===== config.mk =====
export PLATFORM = sky130hd
export DESIGN_NAME = mdi_ctrl
export DESIGN_NICKNAME = d
export VERILOG_FILES = /design/src/rtl/mdi_pkg.sv /design/src/rtl/mdi_ctrl.sv
export SDC_FILE = /design/constraint.sdc
export NUM_CORES = 1
export LEC_CHECK = 0
export BUFFER_PORTS_ARGS = -buffer_cell sky130_fd_sc_hd__buf_2
export CAP_MARGIN = 20
export CORE_MARGIN = 4
export CORE_UTILIZATION = 48
export CTS_CLUSTER_SIZE = 20
export DETAILED_ROUTE_END_ITERATION = 8
export PLACE_DENSITY = 0.76
export SLEW_MARGIN = 20
export SYNTH_ARGS = -nofsm -noshare
export SYNTH_HDL_FRONTEND = slang
export SYNTH_SLANG_ARGS = --single-unit

===== constraint.sdc =====
create_clock -name clk -period 2.1 [get_ports clk]
set_input_delay 0.21 -clock clk [delete_from_list [all_inputs] [get_ports clk]]
set_output_delay 0.21 -clock clk [all_outputs]
set_load 0.02 [all_outputs]

===== src/rtl/mdi_pkg.sv =====
// Shared types and constants for the max degree imbalance block.
// No dependencies.
`default_nettype none

package mdi_pkg;

    localparam int MAX_VERTICES_DEF = 256;
    localparam int BALANCE_BITS_DEF = 16;

    localparam int VTX_W      = 8;
    localparam int NV_W       = 9;
    localparam int DIFF_W     = 15;
    localparam int DIFF_LIMIT = 32767;
    localparam int S_DATA_W   = 16;
    localparam int M_DATA_W   = 16;

    typedef enum logic [0:0] {
        CMD_EDGE   = 1'b0,
        CMD_FINISH = 1'b1
    } cmd_t;

    // Broadcast from the controller to every cell of the row.
    typedef struct packed {
        logic             edge_en;
        logic             shift_en;
        logic [VTX_W-1:0] src;
        logic [VTX_W-1:0] dst;
    } cell_ctrl_t;

endpackage

`default_nettype wire


===== src/rtl/mdi_ctrl.sv =====
// Controller: input/output handshakes, config register, edge decode and the
// scan head that folds the shifted-out balances into a running max. Depends on mdi_pkg.
`default_nettype none

module mdi_ctrl #(
    parameter int MAX_VERTICES = mdi_pkg::MAX_VERTICES_DEF,
    parameter int BALANCE_BITS = mdi_pkg::BALANCE_BITS_DEF
) (
    input  wire                                  clk,
    input  wire                                  rst_n,
    input  wire                                  s_tvalid,
    output logic                                 s_tready,
    input  wire [mdi_pkg::S_DATA_W-1:0]          s_tdata,
    input  wire                                  s_tuser,
    output logic                                 m_tvalid,
    input  wire                                  m_tready,
    output logic [mdi_pkg::M_DATA_W-1:0]         m_tdata,
    output logic                                 m_tuser,
    input  wire                                  cfg_we,
    input  wire [mdi_pkg::NV_W-1:0]              cfg_wdata,
    input  wire logic signed [BALANCE_BITS-1:0]  head_bal,
    output mdi_pkg::cell_ctrl_t                  ctrl
);

    localparam int CNT_W = $clog2(MAX_VERTICES + 1);
    localparam logic [CNT_W-1:0] CNT_END = CNT_W'(MAX_VERTICES);

    typedef enum logic [0:0] {
        ST_IDLE,
        ST_SCAN
    } state_t;

    state_t                        state_reg, state_next;
    logic [CNT_W-1:0]              cnt_reg, cnt_next;
    logic [mdi_pkg::DIFF_W-1:0]    max_reg, max_next;
    logic [mdi_pkg::NV_W-1:0]      nv_reg, nv_next;
    logic                          out_valid_reg, out_valid_next;
    logic [mdi_pkg::DIFF_W-1:0]    out_max_reg, out_max_next;
    logic                          out_empty_reg, out_empty_next;

    logic [mdi_pkg::VTX_W-1:0]     src;
    logic [mdi_pkg::VTX_W-1:0]     dst;
    logic                          accept;
    logic                          out_free;
    logic                          in_limit;
    logic [BALANCE_BITS-1:0]       mag;
    logic [31:0]                   mag32;
    logic [mdi_pkg::DIFF_W-1:0]    cur_abs;

    assign src      = s_tdata[mdi_pkg::VTX_W-1:0];
    assign dst      = s_tdata[2*mdi_pkg::VTX_W-1:mdi_pkg::VTX_W];
    assign s_tready = (state_reg == ST_IDLE);
    assign accept   = s_tvalid && s_tready;
    assign out_free = !out_valid_reg || m_tready;

    assign mag     = head_bal[BALANCE_BITS-1] ? (~head_bal + BALANCE_BITS'(1)) : head_bal;
    assign mag32   = 32'(mag);
    assign cur_abs = (mag32 > 32'(mdi_pkg::DIFF_LIMIT)) ? mdi_pkg::DIFF_W'(mdi_pkg::DIFF_LIMIT)
                                                        : mag32[mdi_pkg::DIFF_W-1:0];
    assign in_limit = (32'(cnt_reg) < 32'(nv_reg));

    always_comb
    begin
        ctrl.edge_en  = accept && (s_tuser == mdi_pkg::CMD_EDGE) && (src != dst)
                        && (32'(src) < 32'(MAX_VERTICES)) && (32'(dst) < 32'(MAX_VERTICES));
        ctrl.shift_en = 1'b0;
        ctrl.src      = src;
        ctrl.dst      = dst;

        state_next     = state_reg;
        cnt_next       = cnt_reg;
        max_next       = max_reg;
        nv_next        = cfg_we ? cfg_wdata : nv_reg;
        out_valid_next = out_valid_reg && !m_tready;
        out_max_next   = out_max_reg;
        out_empty_next = out_empty_reg;

        unique case (state_reg)
            ST_IDLE:
            begin
                if (accept && (s_tuser == mdi_pkg::CMD_FINISH))
                begin
                    state_next = ST_SCAN;
                    cnt_next   = '0;
                    max_next   = '0;
                end
            end
            ST_SCAN:
            begin
                if (cnt_reg != CNT_END)
                begin
                    ctrl.shift_en = 1'b1;
                    cnt_next      = cnt_reg + CNT_W'(1);
                    if (in_limit && (cur_abs > max_reg))
                    begin
                        max_next = cur_abs;
                    end
                end
                else if (out_free)
                begin
                    out_valid_next = 1'b1;
                    out_max_next   = max_reg;
                    out_empty_next = (nv_reg == '0);
                    state_next     = ST_IDLE;
                end
            end
            default:
            begin
                state_next = ST_IDLE;
            end
        endcase
    end

    always_ff @(posedge clk or negedge rst_n)
    begin
        if (!rst_n)
        begin
            state_reg     <= ST_IDLE;
            cnt_reg       <= '0;
            max_reg       <= '0;
            nv_reg        <= '0;
            out_valid_reg <= 1'b0;
            out_max_reg   <= '0;
            out_empty_reg <= 1'b0;
        end
        else
        begin
            state_reg     <= state_next;
            cnt_reg       <= cnt_next;
            max_reg       <= max_next;
            nv_reg        <= nv_next;
            out_valid_reg <= out_valid_next;
            out_max_reg   <= out_max_next;
            out_empty_reg <= out_empty_next;
        end
    end

    assign m_tvalid = out_valid_reg;
    assign m_tdata  = mdi_pkg::M_DATA_W'(out_max_reg);
    assign m_tuser  = out_empty_reg;

`ifndef ASSERT_OFF
    a_result_from_scan_end: assert property (@(posedge clk) disable iff (!rst_n)
        $rose(m_tvalid) |-> $past(state_reg == ST_SCAN && cnt_reg == CNT_END))
        else $error("result beat without a completed scan");

    a_empty_means_zero: assert property (@(posedge clk) disable iff (!rst_n)
        (m_tvalid && m_tuser) |-> (m_tdata == '0))
        else $error("empty result carries nonzero max");

    a_cnt_bound: assert property (@(posedge clk) disable iff (!rst_n)
        cnt_reg <= CNT_END)
        else $error("scan counter past end of row");

    a_finish_starts_scan: assert property (@(posedge clk) disable iff (!rst_n)
        (accept && s_tuser == mdi_pkg::CMD_FINISH) |=> (state_reg == ST_SCAN && cnt_reg == '0))
        else $error("finish beat did not start a scan");

    a_no_edge_in_scan: assert property (@(posedge clk) disable iff (!rst_n)
        ctrl.shift_en |-> !ctrl.edge_en)
        else $error("edge update during scan shift");
`endif

endmodule

`default_nettype wire


==> flow_metrics.tcl, run 1 <==
set metrics [dict create \
    synth_xor_area_frac 0.0582 \
    clock_path_buffers 2 \
    row_count 30 \
    numCtsBuffers 5 \
    yosysTopAreaCell "dfrtp_1" \
    dp_hpwl_mm 6.56 \
    required_ps 2330 \
    die_h_um 91.1 \
    drv_cap 0 \
    clock_latency_ps 310 \
    worst-path-max-fanout 8 \
    setup_ws_ps -1150 \
    finalNonFillerCells 579 \
    total_power_mw 3.24 \
    slowest_stage "or4b_4" \
    crit_chain "buf_6 -> or4_4 -> or4_4 -> or4b_4 -> buf_6 -> nand2_2 -> ha_4 -> a21oi_2 -> o21ai_1 -> o21ai_1 -> o211ai_1 -> nand4_1 -> buf_6 -> mux2i_1" \
    violations "setup timing" \
    dr.pass1.iters 4 \
    worstSetupStartpointType "input pin" \
    cts.sinks 51 \
    worstReg2RegEnd "max_reg[14]$_DFFE_PN0P_" \
    clkSlewWorstSetupHoldPaths_ps 100 \
    worst_pin_slew_ps 634 \
    synth_cell_type_count 42 \
    antenna_found_initial 0 \
    r2r-start "max_reg[14]$_DFFE_PN0P_" \
    synth_fa_ha_area_frac 0.0982 \
    post_drt_wl_per_cell_um 14.8 \
    drv_slew 0 \
    synth-simple-area-share 0.189 \
    netlist_instances 382 \
    dieArea_mm2 0.00830 \
    core_mm2 0.00676 \
    critical_path_class "input pin to flip-flop" \
    synth-compound-area-share 0.125 \
    drcViolationCount 0 \
    gp_congestion 0.871 \
    layout.nets 571 \
    final_util 0.641 \
    num_io_pins 84 \
    syn_nets 455 \
    grt_start_max_net_pins 52 \
    synth.avg_cell_area_um2 8.67 \
    worstPathArrival_ps 3470 \
    status "finished with violations" \
    drive_above_1_share 0.365 \
    end_kind "flip-flop" \
    synth.top_cell.area_share 0.385 \
    p_leak_nw 2.32 \
    ir_drop_uv 382 \
    start_util 0.490 \
    netlist_area_mm2 0.00331 \
    fmax_mhz 308 \
    ys.flop_type "dfrtp_1" \
    grt-ovfl-total 0 \
    async_reset_ff_frac 1.00 \
    r2r_cells 9 \
    hold_path_class "input pin to asynchronous set/reset pin" \
    slew_headroom 0.577 \
    synth_seq_area_share 0.385 \
    cts_tree "done" \
    ctsRootBufferMaster "clkbuf_8" \
    cpMostUsedCell "buf_6" \
    grt_usage 0.206 \
    power.density_mw_per_mm2 748 \
    max_stage_delay_ps 560 \
    viasPerCell 5.34 \
    vias 3092 \
    hold_viol 0 \
    first_global_vias 3115 \
    clock_skew_ps 7.49 \
    rsz0062_at_grt "yes" \
    port_buffers 82 \
    synth-edff-count 0 \
    yosys_warnings 0 \
    first_iter_violations 127 \
    critPathTopFamily "simple AND/OR/NAND/NOR gates" \
    grt_first_pass_wirelength_mm 14.0 \
    reg2reg_setup_slack_ps 30 \
    h-tree-depth 2 \
    finalSetupViolCount 15 \
    synth_area_leaders "dfrtp_1 (39%), ha_1 (9.8%), nand2_1 (8.8%), xor2_1 (5.6%), o21ai_0 (5.0%)" \
    crit_buf_inv 3 \
    dp_cells 563 \
    die_w_um 91.1 \
    synthMuxAreaShare 0.0525 \
    totalWireLength_mm 8.56 \
    min_period_ps 3250 \
    ant_nets 0 \
    period_share 1.55 \
    synth_seq_cells 51 \
    synth_top_family_by_area "simple AND/OR/NAND/NOR gates" \
    syn2layout_area_growth_pct 30.7 \
    antenna_cells 0 \
]
==> metal layers <==
| metal | vias up | wire [µm] | track usage |
|---|---|---|---|
| met3 | 14 | 331 | 0.0323 |
| met1 | 1496 | 3510 | 0.243 |
| li1 | 1507 | - | - |
| met4 | 0 | 170 | 0.0704 |
| met5 | - | 0 | 0 |
| met2 | 75 | 4550 | 0.375 |
==> layout make-up <==
class                   count  area [µm²]
multi-input cells         271        1900
inverters                  30         113
clock inverters             3        15.0
clock buffers               5        68.8
flip-flops and latches     51        1280
well taps                  80         100
repair buffers            139         860
fillers                   555        2430
==> repair_timing <==
item,CTS,global route
hold buffers,0,0
cloned,0,0
resized for setup,11,13
pin swaps,12,10
setup buffers,2,6
endpoints found under the setup margin,16,16
==> through the flow <==
step | setup TNS (ps) | cell area (µm²) | setup slack, ps | hold slack [ps]
4_1_cts | -15430 | 4230 | -1050 | 18.6
5_1_grt | -19260 | 4330 | -1330 | 61.9
3_3_place_gp | -20580 | 4070 | -1390 | 353
6_report | -16390 | 4330 | -1150 | 3.77
2_1_floorplan | -18710 | 3390 | -1300 | -85.6
3_5_place_dp | -21410 | 4070 | -1470 | 360
==> cell families after synthesis <==
group / Yosys count
simple gates: 136
compound gates: 69
buf+inv: 60
flops: 51
fa+ha+maj: 26
xor+xnor: 22
mux: 17
other cells: 1
==> Yosys cell counts, types with 3 or more instances <==
master    number
nand3_1        7
ha_1          26
inv_1         30
o21ai_0       33
mux2i_1       14
o211ai_1       3
nor2_1        15
o31ai_1        3
or2_2          3
dfrtp_1       51
buf_4         17
nor3_1         5
nand2_1       78
or3_1          6
mux2_2         3
a21oi_1       14
xor2_1        21
nor4_1         4
clkbuf_1      10
nand4_1        5
and2_1         3
==> placed cells by master (no fill, tap or decap), types with 4 or more instances in the layout <==
master	n
a21oi_1	11
buf_2	81
buf_4	53
buf_6	5
clkbuf_8	5
dfrtp_1	51
ha_1	20
ha_4	6
inv_1	29
mux2i_1	14
nand2_1	68
nand2_2	8
nand3_1	6
nand4_1	5
nor2_1	15
nor3_1	4
nor4_1	4
o21ai_0	31
or3_1	6
xor2_1	21
==> worst max-delay path by stage <==
stage	startpoint	end	slack (ps)	cells after the start
finish	head_bal[6]	max_reg[14]$_DFFE_PN0P_	-1150	14
floorplan	head_bal[9]	max_reg[10]$_DFFE_PN0P_	-1300	13
global placement	head_bal[9]	max_reg[11]$_DFFE_PN0P_	-1390	14
CTS	head_bal[6]	max_reg[10]$_DFFE_PN0P_	-1050	14
global route	head_bal[7]	max_reg[14]$_DFFE_PN0P_	-1330	14
detailed placement	head_bal[9]	max_reg[14]$_DFFE_PN0P_	-1470	14
==> power by group <==
part           internal (mW)  switching (mW)  total, mW
Clock                  0.229           0.337      0.566
Sequential              1.15          0.0955       1.25
Combinational          0.675           0.752       1.43
Total                   2.05            1.18       3.24
(Power assumes the default switching activity.)
==> run 2, diff against run 1 <==
HOLD_SLACK_MARGIN = 0.08   (was default)
==> flow_metrics.tcl, run 2 (synthesis gave the netlist of run 1 again) <==
set metrics [dict create \
    r2r-start "max_reg[14]$_DFFE_PN0P_" \
    critical_path_class "input pin to flip-flop" \
    hold_path_class "input pin to flip-flop" \
    final_util 0.642 \
    h-tree-depth 2 \
    ant_nets 0 \
    grt_usage 0.206 \
    start_util 0.490 \
    ir_drop_uv 382 \
    antenna_found_initial 0 \
    power.density_mw_per_mm2 747 \
    required_ps 2330 \
    grt_first_pass_wirelength_mm 14.1 \
    post_drt_wl_per_cell_um 14.8 \
    worst-path-max-fanout 8 \
    first_iter_violations 164 \
    port_buffers 82 \
    pre_cts_ws_ps -1470 \
    min_path_cells 3 \
    dr.pass1.iters 4 \
    setup_ws_ps -1150 \
    slowest_stage "or4b_4" \
    clock_path_buffers 2 \
    rsz0062_at_grt "yes" \
    hold_viol 0 \
    layout_commonest_cell "buf_2" \
    status "finished with violations" \
    drv_cap 0 \
    totalWireLength_mm 8.59 \
    reg2reg_setup_slack_ps 30 \
    cpMostUsedCell "buf_6" \
    grt_start_max_net_pins 52 \
    finalSetupViolCount 15 \
    r2r_cells 9 \
    period_share 1.55 \
    final_cell_mix "buf_2 (81), nand2_1 (68), buf_4 (53)" \
    slew_headroom 0.573 \
    worstPathArrival_ps 3480 \
    worst_pin_slew_ps 640 \
    first_global_vias 3127 \
    syn2layout_area_growth_pct 31.0 \
    fmax_mhz 308 \
    numCtsBuffers 5 \
    layout.nets 572 \
    total_power_mw 3.24 \
    cts_tree "done" \
    worstReg2RegEnd "max_reg[14]$_DFFE_PN0P_" \
    max_stage_delay_ps 560 \
    worst_hold_startpoint "cfg_wdata[5]" \
    min_period_ps 3250 \
    dp_hpwl_mm 6.56 \
    fin_tns_setup_ps -16400 \
    gp_congestion 0.871 \
    violations "setup timing" \
    drive_above_1_share 0.364 \
    drv_slew 0 \
    ctsRootBufferMaster "clkbuf_8" \
    vias 3101 \
    final_area_mm2 0.00434 \
    viasPerCell 5.35 \
    clkSlewWorstSetupHoldPaths_ps 100 \
    crit_chain "buf_6 -> or4_4 -> or4_4 -> or4b_4 -> buf_6 -> nand2_2 -> ha_4 -> a21oi_2 -> o21ai_1 -> o21ai_1 -> o211ai_1 -> nand4_1 -> buf_6 -> mux2i_1" \
    row_count 30 \
    placed_area_mm2 0.00407 \
    cts.sinks 51 \
    worstSetupStartpointType "input pin" \
    end_kind "flip-flop" \
    die_w_um 91.1 \
    dieArea_mm2 0.00830 \
    p_leak_nw 2.33 \
    grt-ovfl-total 0 \
    clock_latency_ps 310 \
    core_mm2 0.00676 \
    die_h_um 91.1 \
    clock_skew_ps 8.34 \
    hold_path_end "nv_reg[5]$_DFFE_PN0P_" \
    num_io_pins 84 \
    nFillCells 554 \
    drcViolationCount 0 \
    antenna_cells 0 \
]
==> run 2: report_power, final <==
group | internal, mW | total, mW | switching [mW]
clock network | 0.229 | 0.569 | 0.340
registers | 1.15 | 1.25 | 0.0955
logic | 0.676 | 1.43 | 0.752
==> run 2: how the worst max path moves through the flow <==
stage	startpoint	end	slack, ps
after global routing	head_bal[7]	max_reg[14]$_DFFE_PN0P_	-1330
final	head_bal[6]	max_reg[14]$_DFFE_PN0P_	-1150
after detailed placement	head_bal[9]	max_reg[14]$_DFFE_PN0P_	-1470
after floorplan	head_bal[9]	max_reg[10]$_DFFE_PN0P_	-1300
after CTS	head_bal[6]	max_reg[10]$_DFFE_PN0P_	-1050
after global placement	head_bal[9]	max_reg[11]$_DFFE_PN0P_	-1390
==> run 2: layer usage <==
metal,vias to the layer above,global-route usage,part of all wire
met3,14,0.0323,0.036
li1,1506,-,-
met5,-,0,0
met1,1503,0.243,0.41
met2,78,0.376,0.53
met4,0,0.0704,0.020
==> run 2: layout make-up <==
class | instances | area (µm²) | share of cell area
Clock buffer | 5 | 68.8 | 0.0159
Clock inverter | 3 | 15.0 | 0.00346
Inverter | 30 | 113 | 0.0259
Multi-Input combinational cell | 271 | 1900 | 0.437
Sequential cell | 51 | 1280 | 0.294
Tap cell | 80 | 100 | 0.0231
Timing Repair Buffer | 140 | 870 | 0.200
==> run 2: worst max-delay path: cells and delay by family <==
kind | cells | cell delay, ps
adder cells (fa/ha/maj) | 1 | 210
AO/OA/AOI/OAI | 4 | 480
buffers and inverters | 3 | 450
multiplexers | 1 | 220
AND/OR/NAND/NOR | 5 | 1900
==> run 2: what timing repair did <==
action                     CTS  global route
pin swaps                   12            10
hold endpoints to repair    51             0
hold buffers                 1             0
resized for setup           11            13
setup buffers                2             6
setup endpoints to repair   16            16
==> run 2: stage by stage <==
| stage | hold slack (ps) | std cells |
|---|---|---|
| 6_report | 96.9 | 580 |
| 5_1_grt | 99.6 | 580 |
| 4_1_cts | 95.6 | 574 |
| 3_5_place_dp | 360 | 563 |
| 3_3_place_gp | 353 | 563 |
| 2_1_floorplan | -85.6 | 382 |
