<file path="src/rtl/mdi_pkg.sv">
// Shared types and constants for the max degree imbalance block.
// No dependencies.
`default_nettype none

package mdi_pkg;

    localparam int MAX_VERTICES_DEF = 256;
    localparam int BALANCE_BITS_DEF = 16;

    localparam int VTX_W      = 8;
    localparam int NV_W       = 9;
    localparam int DIFF_W     = 15;
    localparam int DIFF_LIMIT = 32767;
    localparam int S_DATA_W   = 16;
    localparam int M_DATA_W   = 16;

    typedef enum logic [0:0] {
        CMD_EDGE   = 1'b0,
        CMD_FINISH = 1'b1
    } cmd_t;

    // Broadcast from the controller to every cell of the row.
    typedef struct packed {
        logic             edge_en;
        logic             shift_en;
        logic [VTX_W-1:0] src;
        logic [VTX_W-1:0] dst;
    } cell_ctrl_t;

endpackage

`default_nettype wire

</file>
<file path="src/rtl/mdi_cell.sv">
// One vertex balance cell of the row: saturating +1/-1 update per edge,
// shift toward cell 0 during a scan. Depends on mdi_pkg.
`default_nettype none

module mdi_cell #(
    parameter int INDEX        = 0,
    parameter int BALANCE_BITS = mdi_pkg::BALANCE_BITS_DEF
) (
    input  wire                              clk,
    input  wire                              rst_n,
    input  mdi_pkg::cell_ctrl_t              ctrl,
    input  wire logic signed [BALANCE_BITS-1:0] shift_in,
    output logic signed [BALANCE_BITS-1:0]   bal
);

    localparam logic signed [BALANCE_BITS-1:0] BAL_MAX = {1'b0, {(BALANCE_BITS-1){1'b1}}};
    localparam logic signed [BALANCE_BITS-1:0] BAL_MIN = {1'b1, {(BALANCE_BITS-1){1'b0}}};

    logic signed [BALANCE_BITS-1:0] bal_reg;
    logic signed [BALANCE_BITS-1:0] bal_next;
    logic                           inc;
    logic                           dec;

    assign inc = ctrl.edge_en && (32'(ctrl.src) == 32'(INDEX));
    assign dec = ctrl.edge_en && (32'(ctrl.dst) == 32'(INDEX));

    always_comb
    begin
        bal_next = bal_reg;
        if (ctrl.shift_en)
        begin
            bal_next = shift_in;
        end
        else if (inc && (bal_reg != BAL_MAX))
        begin
            bal_next = bal_reg + BALANCE_BITS'(1);
        end
        else if (dec && (bal_reg != BAL_MIN))
        begin
            bal_next = bal_reg - BALANCE_BITS'(1);
        end
    end

    always_ff @(posedge clk or negedge rst_n)
    begin
        if (!rst_n)
        begin
            bal_reg <= '0;
        end
        else
        begin
            bal_reg <= bal_next;
        end
    end

    assign bal = bal_reg;

endmodule

`default_nettype wire

</file>
<file path="config.mk">
export PLATFORM = sky130hd
export DESIGN_NAME = mdi_cell
export DESIGN_NICKNAME = d
export VERILOG_FILES = /design/src/rtl/mdi_pkg.sv /design/src/rtl/mdi_cell.sv
export SDC_FILE = /design/constraint.sdc
export NUM_CORES = 1
export LEC_CHECK = 0
export BUFFER_PORTS_ARGS = -buffer_cell sky130_fd_sc_hd__buf_2
export CORE_ASPECT_RATIO = 0.9
export CORE_MARGIN = 3
export CORE_UTILIZATION = 45
export DETAILED_ROUTE_END_ITERATION = 7
export PLACE_DENSITY = 0.79
export SLEW_MARGIN = 20
export SYNTH_ARGS = -nofsm -noshare
export SYNTH_HDL_FRONTEND = slang
export SYNTH_SLANG_ARGS = --single-unit
export TNS_END_PERCENT = 5
</file>
<file path="constraint.sdc">
create_clock -name clk -period 3.1 [get_ports clk]
set_clock_uncertainty 0.05 [all_clocks]
set_input_delay 0.465 -clock clk [delete_from_list [all_inputs] [get_ports clk]]
set_output_delay 0.465 -clock clk [all_outputs]
set_load 0.05 [all_outputs]
</file>
==> impl_metrics.py, run 1 <==
metrics = {
    "run_status": {
        "status": "completed",
    },
    "clock_tree": {
        "root_buffer": "clkbuf_8",
        "cts_tree": "done",
        "htree_levels": 1,
        "clkSinkCount": 16,
        "hold_buffers": 0,
        "clockBufferDepth": 2,
        "numCtsBuffers": 3,
        "clkTransAtPathRegs_ns": 0.07,
        "insertion_delay_ns": 0.25,
    },
    "synth": {
        "synth.most_common_cell": "a21oi_1",
        "synthTopCellsByArea": "dfrtp_1, ha_1, mux2_2, a21oi_1, xnor2_1",
        "synth_ff_type": "dfrtp_1",
        "yosysSeqAreaShare": 0.237,
        "ys_ff_latch": 16,
        "netlist_instances": 194,
        "synth_edf_count": 0,
        "synth.avg_cell_area_um2": 8.70,
        "yosysWarnings": 0,
        "synth_top_area_share": 0.237,
        "ys_top_cells_by_count": "a21oi_1, dfrtp_1, ha_1",
        "syn_nets": 247,
        "synth_top_cell_by_area": "dfrtp_1",
        "syn_area_um2": 1690,
        "ys_types": 43,
        "async_flop_share": 1.00,
    },
    "timing": {
        "max_freq_mhz": 330,
        "final.period_utilization": 0.976,
        "maxSlewHeadroom": 0.590,
        "fin_crit_ns": 3.03,
        "final-hold-violation-count": 0,
        "fin_ws_ns": 0.0735,
        "tightest_slew_ns": 0.612,
        "setup_violations": 0,
        "slew_viol_final": 0,
        "grt_setup_unrepaired": "yes",
    },
    "final_layout": {
        "fill_cells": 268,
        "largest_reg_flops": 16,
        "antennaDiodeCount": 0,
        "register_area_um2": 418,
        "final_cell_area_um2": 2430,
        "drive_gt1_frac": 0.490,
        "syn_to_final_growth_pct": 44.2,
        "multi_input_area_um2": 1290,
        "layout.nets": 340,
    },
    "critical_path": {
        "crit_chain": "nand4b_1 -> nor4_2 -> buf_4 -> nor2_4 -> inv_4 -> buf_4 -> ha_1 -> nand4_1 -> or3_1 -> o211ai_1 -> nor4_1 -> a311o_1",
        "critPathTopFamily": "simple AND/OR/NAND/NOR gates",
        "cpMaxStageDelayCell": "or3_1",
        "critical_path_required_ns": 3.19,
        "regToRegSetupSlack_ns": 0.07,
        "reg2reg_depth": 12,
        "start_kind": "register",
        "path_class": "register to register",
        "arrival_ns": 3.11,
        "timing.rr.end": "bal[15]$_DFFE_PN0P_",
        "reg2reg_from": "bal[15]$_DFFE_PN0P_",
        "critical_path.max_stage_delay_ns": 0.44,
        "cp_num_buf_inv": 3,
        "end_kind": "register",
        "crit_path_frequent_cell": "buf_4",
        "critical_path.max_fanout": 10,
    },
    "die": {
        "pin_count": 52,
        "die_h_um": 64.1,
        "fp-row-count": 20,
        "initial_core_util": 0.485,
        "die-area_um2": 4520,
        "die_x_um": 70.6,
        "core_area_um2": 3480,
    },
    "detailed_routing": {
        "drt-total-wl_um": 5850,
        "ant_nets": 0,
        "routedWlPerCell_um": 17.7,
        "drt_iter0_drc": 268,
        "via_per_inst": 6.12,
        "drtPass1Iterations": 5,
        "vias": 2021,
        "drc": 0,
    },
    "placement": {
        "placed_cell_area_um2": 2310,
        "numPortBuffers": 51,
        "hpwl_um": 4380,
        "gp_congestion": 0.959,
        "pre_cts_ws_ns": -0.235,
    },
    "pwr": {
        "power_leakage_nw": 1.06,
        "ir_drop_uv": 274,
        "power_density_nw_per_um2": 378,
    },
    "global_routing": {
        "overflow": 0,
        "antenna_found_initial": 0,
        "grt_start_max_net_pins": 33,
        "grt_first_pass_wirelength_um": 8890,
        "track_usage": 0.247,
        "grt_pass1_vias": 1778,
    },
    "hold_path": {
        "hold_class": "primary input to asynchronous set/reset pin",
    },
    "job": {
        "maxCapViolCount": 0,
    },
}
==> cell type report <==
class / instances / share of cell area
Inverter: 5 / 0.00874
Sequential cell: 16 / 0.172
Tap cell: 44 / 0.0226
Clock buffer: 4 / 0.0226
Multi-Input combinational cell: 165 / 0.531
Timing Repair Buffer: 96 / 0.244
==> worst max path at each step <==
stage / cells past startpoint / to / startpoint
2_1_floorplan: 12 / bal[14]$_DFFE_PN0P_ / bal[15]$_DFFE_PN0P_
3_3_place_gp: 13 / bal[7]$_DFFE_PN0P_ / ctrl[9]
3_5_place_dp: 13 / bal[14]$_DFFE_PN0P_ / ctrl[9]
4_1_cts: 13 / bal[15]$_DFFE_PN0P_ / bal[15]$_DFFE_PN0P_
5_1_grt: 12 / bal[15]$_DFFE_PN0P_ / bal[15]$_DFFE_PN0P_
6_report: 12 / bal[15]$_DFFE_PN0P_ / bal[15]$_DFFE_PN0P_
==> what timing repair did <==
| item | in CTS | in global routing |
|---|---|---|
| buffers inserted | 0 | 0 |
| cloned | 0 | 0 |
| pin swaps | 0 | 2 |
| endpoints found under the setup margin | 2 | 7 |
| endpoints found under the hold margin | 0 | 0 |
| resized for setup | 2 | 11 |
==> cell usage in the layout (no fill, tap or decap), types with 3 or more instances in the layout <==
master / count
dfrtp_2: 14
mux2_2: 12
ha_1: 14
nor2b_1: 4
inv_1: 4
o31ai_1: 3
nand4_1: 7
clkbuf_8: 4
nor3_1: 6
nand3_1: 3
o211ai_1: 4
or3_1: 3
nand2_1: 13
buf_4: 45
o21a_1: 3
a21o_1: 5
nor2_1: 7
a211oi_1: 3
a21oi_1: 19
buf_2: 51
nor4_1: 5
nand2b_1: 4
o21ai_0: 6
xnor2_1: 8
==> logic make-up (layout without fill, tap and decap cells) <==
logic type,count (synthesis),after routing,share of synthesized area
AO/OA/AOI/OAI,60,60,0.228
XOR/XNOR,10,10,0.0519
adder cells (fa/ha/maj),17,17,0.130
buffers and inverters,13,105,0.0423
flip-flops,16,16,0.237
multiplexers,13,13,0.0890
AND/OR/NAND/NOR,65,65,0.221
==> metrics by stage <==
stage	util	hold WS, ns	cells	power [mW]	TNS, ns
after global placement	0.664	0.360	326	0.687	-0.844
after detailed placement	0.664	0.355	326	0.698	-1.21
after CTS	0.684	0.0822	330	0.896	0
after global routing	0.700	0.0985	330	0.964	-0.192
after floorplan	-	0.119	194	0.519	0
final	0.700	0.0782	330	0.920	0
==> metal layers <==
| metal | GRT usage | share of wire | up-vias |
|---|---|---|---|
| li1 | - | - | 939 |
| met1 | 0.362 | 0.41 | 933 |
| met2 | 0.377 | 0.46 | 133 |
| met3 | 0.0362 | 0.11 | 16 |
| met4 | 0.0681 | 0.018 | 0 |
| met5 | 0 | 0 | - |
==> report_power, final <==
part | total (mW) | internal, mW | leakage, nW | switching (mW)
clock network | 0.192 | 0.113 | 0.0288 | 0.0788
registers | 0.249 | 0.232 | 0.172 | 0.0165
logic | 0.480 | 0.206 | 0.856 | 0.274
No activity file was read; power rests on OpenSTA's default activity.
==> run 2: changes to the inputs <==
--- a/config.mk
+++ b/config.mk
@@ -10,6 +10,7 @@
 export CORE_MARGIN = 3
 export CORE_UTILIZATION = 45
 export DETAILED_ROUTE_END_ITERATION = 7
+export MAX_ROUTING_LAYER = met4
 export PLACE_DENSITY = 0.79
 export SLEW_MARGIN = 20
 export SYNTH_ARGS = -nofsm -noshare
==> run 2 against run 1 <==
Critical path depth down 1. Die area stayed put. Routed wire length increased by 11%. Clock power about the same. Via count increased by 4.0%. Largest power group unchanged. Non-clock buffer count fell by 2. Final cell count down 0.61%.
==> impl_metrics.py, run 2 (synthesis gave the netlist of run 1 again) <==
metrics = {
    "timing": {
        "grt_setup_unrepaired": "yes",
        "max_freq_mhz": 326,
        "whs_ns": 0.0774,
        "maxSlewHeadroom": 0.574,
        "tns_ns": 0,
        "fin_ws_ns": 0.0356,
        "final-hold-violation-count": 0,
        "final.period_utilization": 0.989,
        "fin_crit_ns": 3.06,
        "setup_violations": 0,
        "slew_viol_final": 0,
        "tightest_slew_ns": 0.636,
    },
    "critical_path": {
        "regToRegSetupSlack_ns": 0.04,
        "start_kind": "register",
        "critical_path_required_ns": 3.18,
        "arrival_ns": 3.15,
        "end_kind": "register",
        "critical_path.max_fanout": 3,
        "reg2reg_from": "bal[15]$_DFFE_PN0P_",
        "crit_path_start": "bal[15]$_DFFE_PN0P_",
        "path_class": "register to register",
    },
    "clock_tree": {
        "hold_buffers": 0,
        "htree_levels": 1,
        "insertion_delay_ns": 0.25,
        "clockBufferDepth": 2,
        "cts_tree": "done",
        "root_buffer": "clkbuf_8",
        "clkTransAtPathRegs_ns": 0.07,
        "numCtsBuffers": 3,
        "clkSinkCount": 16,
    },
    "job": {
        "maxCapViolCount": 0,
    },
    "pwr": {
        "power_density_nw_per_um2": 381,
        "power_leakage_nw": 1.05,
        "p_total_mw": 0.933,
        "ir_drop_uv": 326,
    },
    "die": {
        "core_area_um2": 3480,
        "initial_core_util": 0.485,
        "fp-row-count": 20,
        "die-area_um2": 4520,
        "pin_count": 52,
        "die_h_um": 64.1,
        "die_x_um": 70.6,
    },
    "detailed_routing": {
        "drt_iter0_drc": 252,
        "via_per_inst": 6.41,
        "drt-total-wl_um": 6470,
        "drtPass1Iterations": 5,
        "ant_nets": 0,
        "drc": 0,
        "routedWlPerCell_um": 19.7,
        "vias": 2101,
    },
    "final_layout": {
        "final_util": 0.705,
        "layout.nets": 338,
        "syn_to_final_growth_pct": 45.3,
        "largest_reg_flops": 16,
        "drive_gt1_frac": 0.514,
        "antennaDiodeCount": 0,
        "layout_commonest_cell": "buf_2",
        "mostFrequentLayoutCells": "buf_2, buf_4, a21oi_1, dfrtp_2, nand2_1",
    },
    "global_routing": {
        "grt_first_pass_wirelength_um": 9430,
        "grt_pass1_vias": 1913,
        "grt_start_max_net_pins": 33,
        "antenna_found_initial": 0,
        "track_usage": 0.268,
        "overflow": 0,
    },
    "hold_path": {
        "hold_class": "primary input to asynchronous set/reset pin",
    },
    "placement": {
        "numPortBuffers": 51,
        "gp_congestion": 1.01,
        "hpwl_um": 4420,
        "pre_cts_ws_ns": -0.280,
    },
    "run_status": {
        "status": "completed",
    },
}
-- run 2: cell types whose count changed in the layout (fill, tap and decap cells not counted), moves of 2 or more --
cell,previous run,this run
a21oi_1,19,17
a21oi_2,1,3
buf_4,45,43
ha_1,14,12
ha_2,2,4
-- run 2: report_power, final --
group / internal, mW / switching [mW] / total [mW]
clock network: 0.113 / 0.0766 / 0.189
logic: 0.206 / 0.292 / 0.498
registers: 0.232 / 0.0138 / 0.246
total: 0.551 / 0.382 / 0.933
-- run 2: final timing paths --
check | end | depth (start not counted)
max reg2reg | bal[14]$_DFFE_PN0P_ | 11
min reg2reg | bal[8]$_DFFE_PN0P_ | 3
max in group asynchronous | bal[14]$_DFFE_PN0P_ | 1
min in group clk | bal[0]$_DFFE_PN0P_ | 3
min | bal[9]$_DFFE_PN0P_ | 1
max | bal[14]$_DFFE_PN0P_ | 11
-- run 2: timing repair --
item / in CTS / in global routing
gates resized for setup: 4 / 17
pin swaps: 0 / 5
endpoints found under the setup margin: 4 / 8
setup buffers: 0 / 0
-- run 2: through the flow --
| step | area [µm²] | cells |
|---|---|---|
| final | 2450 | 328 |
| after global routing | 2450 | 328 |
| after CTS | 2370 | 328 |
| after detailed placement | 2300 | 324 |
| after global placement | 2300 | 324 |
| after floorplan | 1720 | 194 |
-- run 2: layout make-up --
type	count	area (µm²)
clock buffer	4	55.1
fill	266	1030
inverter	5	21.3
multi-input combinational	165	1330
sequential	16	418
tap	44	55.1
timing repair buffer	94	578
-- run 2: metal layers --
metal / part of all wire / global-route usage
met4: 0.063 / 0.0822
met5: 0 / -
met2: 0.44 / 0.411
met1: 0.39 / 0.366
met3: 0.11 / 0.0409
-- run 2: worst max-delay path: stages, from the launching register on --
cell and delay (ns):
dfrtp_2 0.42, nand4b_1 0.25, nor4_2 0.20, buf_4 0.17, nor2_4 0.05, fa_1 0.40, nand2b_1 0.18, a21o_1 0.20
a211oi_1 0.49, a2111oi_4 0.10, xnor2_1 0.17, o31a_1 0.26
==> run 3: changes to the inputs <==
--- a/config.mk
+++ b/config.mk
@@ -6,12 +6,14 @@
 export NUM_CORES = 1
 export LEC_CHECK = 0
 export BUFFER_PORTS_ARGS = -buffer_cell sky130_fd_sc_hd__buf_2
-export CORE_ASPECT_RATIO = 0.9
+export CELL_PAD_IN_SITES_DETAIL_PLACEMENT = 1
+export CELL_PAD_IN_SITES_GLOBAL_PLACEMENT = 2
 export CORE_MARGIN = 3
-export CORE_UTILIZATION = 45
+export CORE_UTILIZATION = 27
 export DETAILED_ROUTE_END_ITERATION = 7
 export MAX_ROUTING_LAYER = met4
-export PLACE_DENSITY = 0.79
+export PLACE_DENSITY = 0.82
+export SETUP_SLACK_MARGIN = 0.5
 export SLEW_MARGIN = 20
 export SYNTH_ARGS = -nofsm -noshare
 export SYNTH_HDL_FRONTEND = slang
==> run 3 against run 2 <==
Clock power increased by 8%. Worst setup slack better by 0.14 ns. Via count is 11% lower. Sequential power is 5% higher. Power down 2.2%. Combinational power shrank 9.4%. Clock-buffer cell count unchanged. Critical path type unchanged. Critical endpoint unchanged.
==> impl_metrics.py, run 3 (synthesis gave the netlist of run 1 again) <==
metrics = {
    "run_status": {
        "status": "completed",
    },
    "die": {
        "core_area_um2": 5990,
        "die_x_um": 85.1,
        "initial_core_util": 0.282,
        "pin_count": 52,
        "die_h_um": 85.1,
        "die-area_um2": 7240,
        "fp-row-count": 28,
    },
    "placement": {
        "gp_congestion": 0.846,
        "placed_cell_area_um2": 2240,
        "dp_cells": 328,
        "hpwl_um": 4500,
        "numPortBuffers": 51,
    },
    "final_layout": {
        "syn_to_final_growth_pct": 46.2,
        "stdcell_count": 338,
        "register_area_um2": 420,
        "final_cell_area_um2": 2470,
        "antennaDiodeCount": 0,
        "mostFrequentLayoutCells": "buf_2, buf_4, dfrtp_2",
        "largest_reg_flops": 16,
        "layout.nets": 317,
        "drive_gt1_frac": 0.544,
        "multi_input_area_um2": 1440,
        "fill_cells": 726,
        "layout_commonest_cell": "buf_2",
    },
    "critical_path": {
        "start_kind": "register",
        "crit_chain": "nand4b_1 -> nor4_2 -> nor2_1 -> buf_6 -> inv_6 -> buf_4 -> ha_1 -> o21ai_2 -> o21bai_2 -> o21a_1 -> a2111oi_4 -> xnor2_1 -> o31a_1",
        "arrival_ns": 3.02,
        "path_class": "register to register",
        "timing.rr.end": "bal[14]$_DFFE_PN0P_",
        "reg2reg_from": "bal[15]$_DFFE_PN0P_",
        "critical_path_required_ns": 3.20,
        "end_kind": "register",
        "regToRegSetupSlack_ns": 0.18,
        "critical_path.max_fanout": 8,
        "critical_path.max_stage_delay_ns": 0.43,
        "cp_num_buf_inv": 3,
        "reg2reg_depth": 13,
        "critPathTopFamily": "compound AO/OA/AOI/OAI gates",
        "cpMaxStageDelayCell": "dfrtp_2",
    },
    "clock_tree": {
        "cts_tree": "done",
        "clockBufferDepth": 2,
        "numCtsBuffers": 3,
        "htree_levels": 1,
        "insertion_delay_ns": 0.26,
        "root_buffer": "clkbuf_8",
        "clkTransAtPathRegs_ns": 0.08,
        "clkSinkCount": 16,
    },
    "timing": {
        "final.period_utilization": 0.942,
        "tightest_slew_ns": 0.646,
        "setup_violations": 0,
        "fin_crit_ns": 2.92,
        "maxSlewHeadroom": 0.569,
        "whs_ns": 0.0825,
        "final-hold-violation-count": 0,
        "grt_setup_unrepaired": "yes",
        "slew_viol_final": 0,
        "tns_ns": 0,
        "max_freq_mhz": 342,
    },
    "global_routing": {
        "grt_start_max_net_pins": 33,
        "grt_first_pass_wirelength_um": 9650,
        "grt_pass1_vias": 1897,
        "track_usage": 0.169,
        "overflow": 0,
        "antenna_found_initial": 0,
    },
    "pwr": {
        "power_leakage_nw": 0.960,
        "ir_drop_uv": 141,
        "power_density_nw_per_um2": 370,
    },
    "job": {
        "maxCapViolCount": 0,
    },
    "detailed_routing": {
        "drt_iter0_drc": 71,
        "drtPass1Iterations": 4,
        "via_per_inst": 5.53,
        "vias": 1868,
        "drc": 0,
        "ant_nets": 0,
        "drt-total-wl_um": 6080,
        "routedWlPerCell_um": 18.0,
    },
    "hold_path": {
        "hold_class": "primary input to asynchronous set/reset pin",
    },
}
==> run 3: cell types whose count changed in the layout (fill, tap and decap cells not counted), sizes merged <==
cell / before / now
buf: 94 / 72
inv: 5 / 6
==> run 3: routing by layer <==
layer  wire length (µm)  vias up  global-route usage
met3                334        6              0.0184
met1               2710      912               0.231
met4                 87        0              0.0532
met5                  0        -                   -
li1                   -      889                   -
met2               2950       61               0.262
==> run 3: power by group <==
group	internal, mW	switching (mW)	total [mW]	leakage, nW
clock	0.113	0.0911	0.204	0.0288
combinational	0.188	0.263	0.451	0.761
sequential	0.233	0.0249	0.258	0.170
==> run 3: how the worst max path moves through the flow <==
stage | slack (ns) | from | depth (start not counted) | to
after detailed placement | -0.05 | ctrl[9] | 13 | bal[14]$_DFFE_PN0P_
final | 0.18 | bal[15]$_DFFE_PN0P_ | 13 | bal[14]$_DFFE_PN0P_
after global routing | 0.02 | bal[15]$_DFFE_PN0P_ | 12 | bal[9]$_DFFE_PN0P_
after floorplan | 0.29 | ctrl[9] | 12 | bal[15]$_DFFE_PN0P_
after CTS | 0.15 | bal[15]$_DFFE_PN0P_ | 11 | bal[12]$_DFFE_PN0P_
after global placement | -0.0006 | ctrl[9] | 13 | bal[14]$_DFFE_PN0P_
==> run 3: area by class of cell <==
type	instances	area share
well taps	75	0.0380
flip-flops and latches	16	0.170
multi-input cells	165	0.584
repair buffers	72	0.169
clock buffers	4	0.0223
inverters	5	0.0127
repair inverters	1	0.00355
==> run 3: what timing repair did <==
| item | CTS | global route |
|---|---|---|
| gates resized for setup | 4 | 22 |
| endpoints found under the hold margin | 0 | 0 |
| endpoints found under the setup margin | 13 | 13 |
| pin swaps | 1 | 8 |
| setup buffers | 1 | 4 |
| hold buffers | 0 | 0 |
| cloned | 0 | 1 |
==> run 3: worst register-to-register path, delay by kind of cell (launching register included) <==
family / cells / cell delay [ns]
AOI/OAI and AO/OA: 5 / 1.02
xor gates and xnor gates: 1 / 0.10
adders and majority gates: 1 / 0.25
buffers and inverters: 3 / 0.38
DFF: 1 / 0.43
and+or+nand+nor: 3 / 0.59
==> run 3: metrics by stage <==
stage / setup WS (ns) / total power [mW] / utilization
floorplan: 0.295 / 0.544 / -
global placement: -0.000637 / 0.663 / 0.374
detailed placement: -0.0464 / 0.670 / 0.374
CTS: 0.152 / 0.885 / 0.387
global route: 0.0191 / 0.970 / 0.412
finish: 0.180 / 0.913 / 0.412
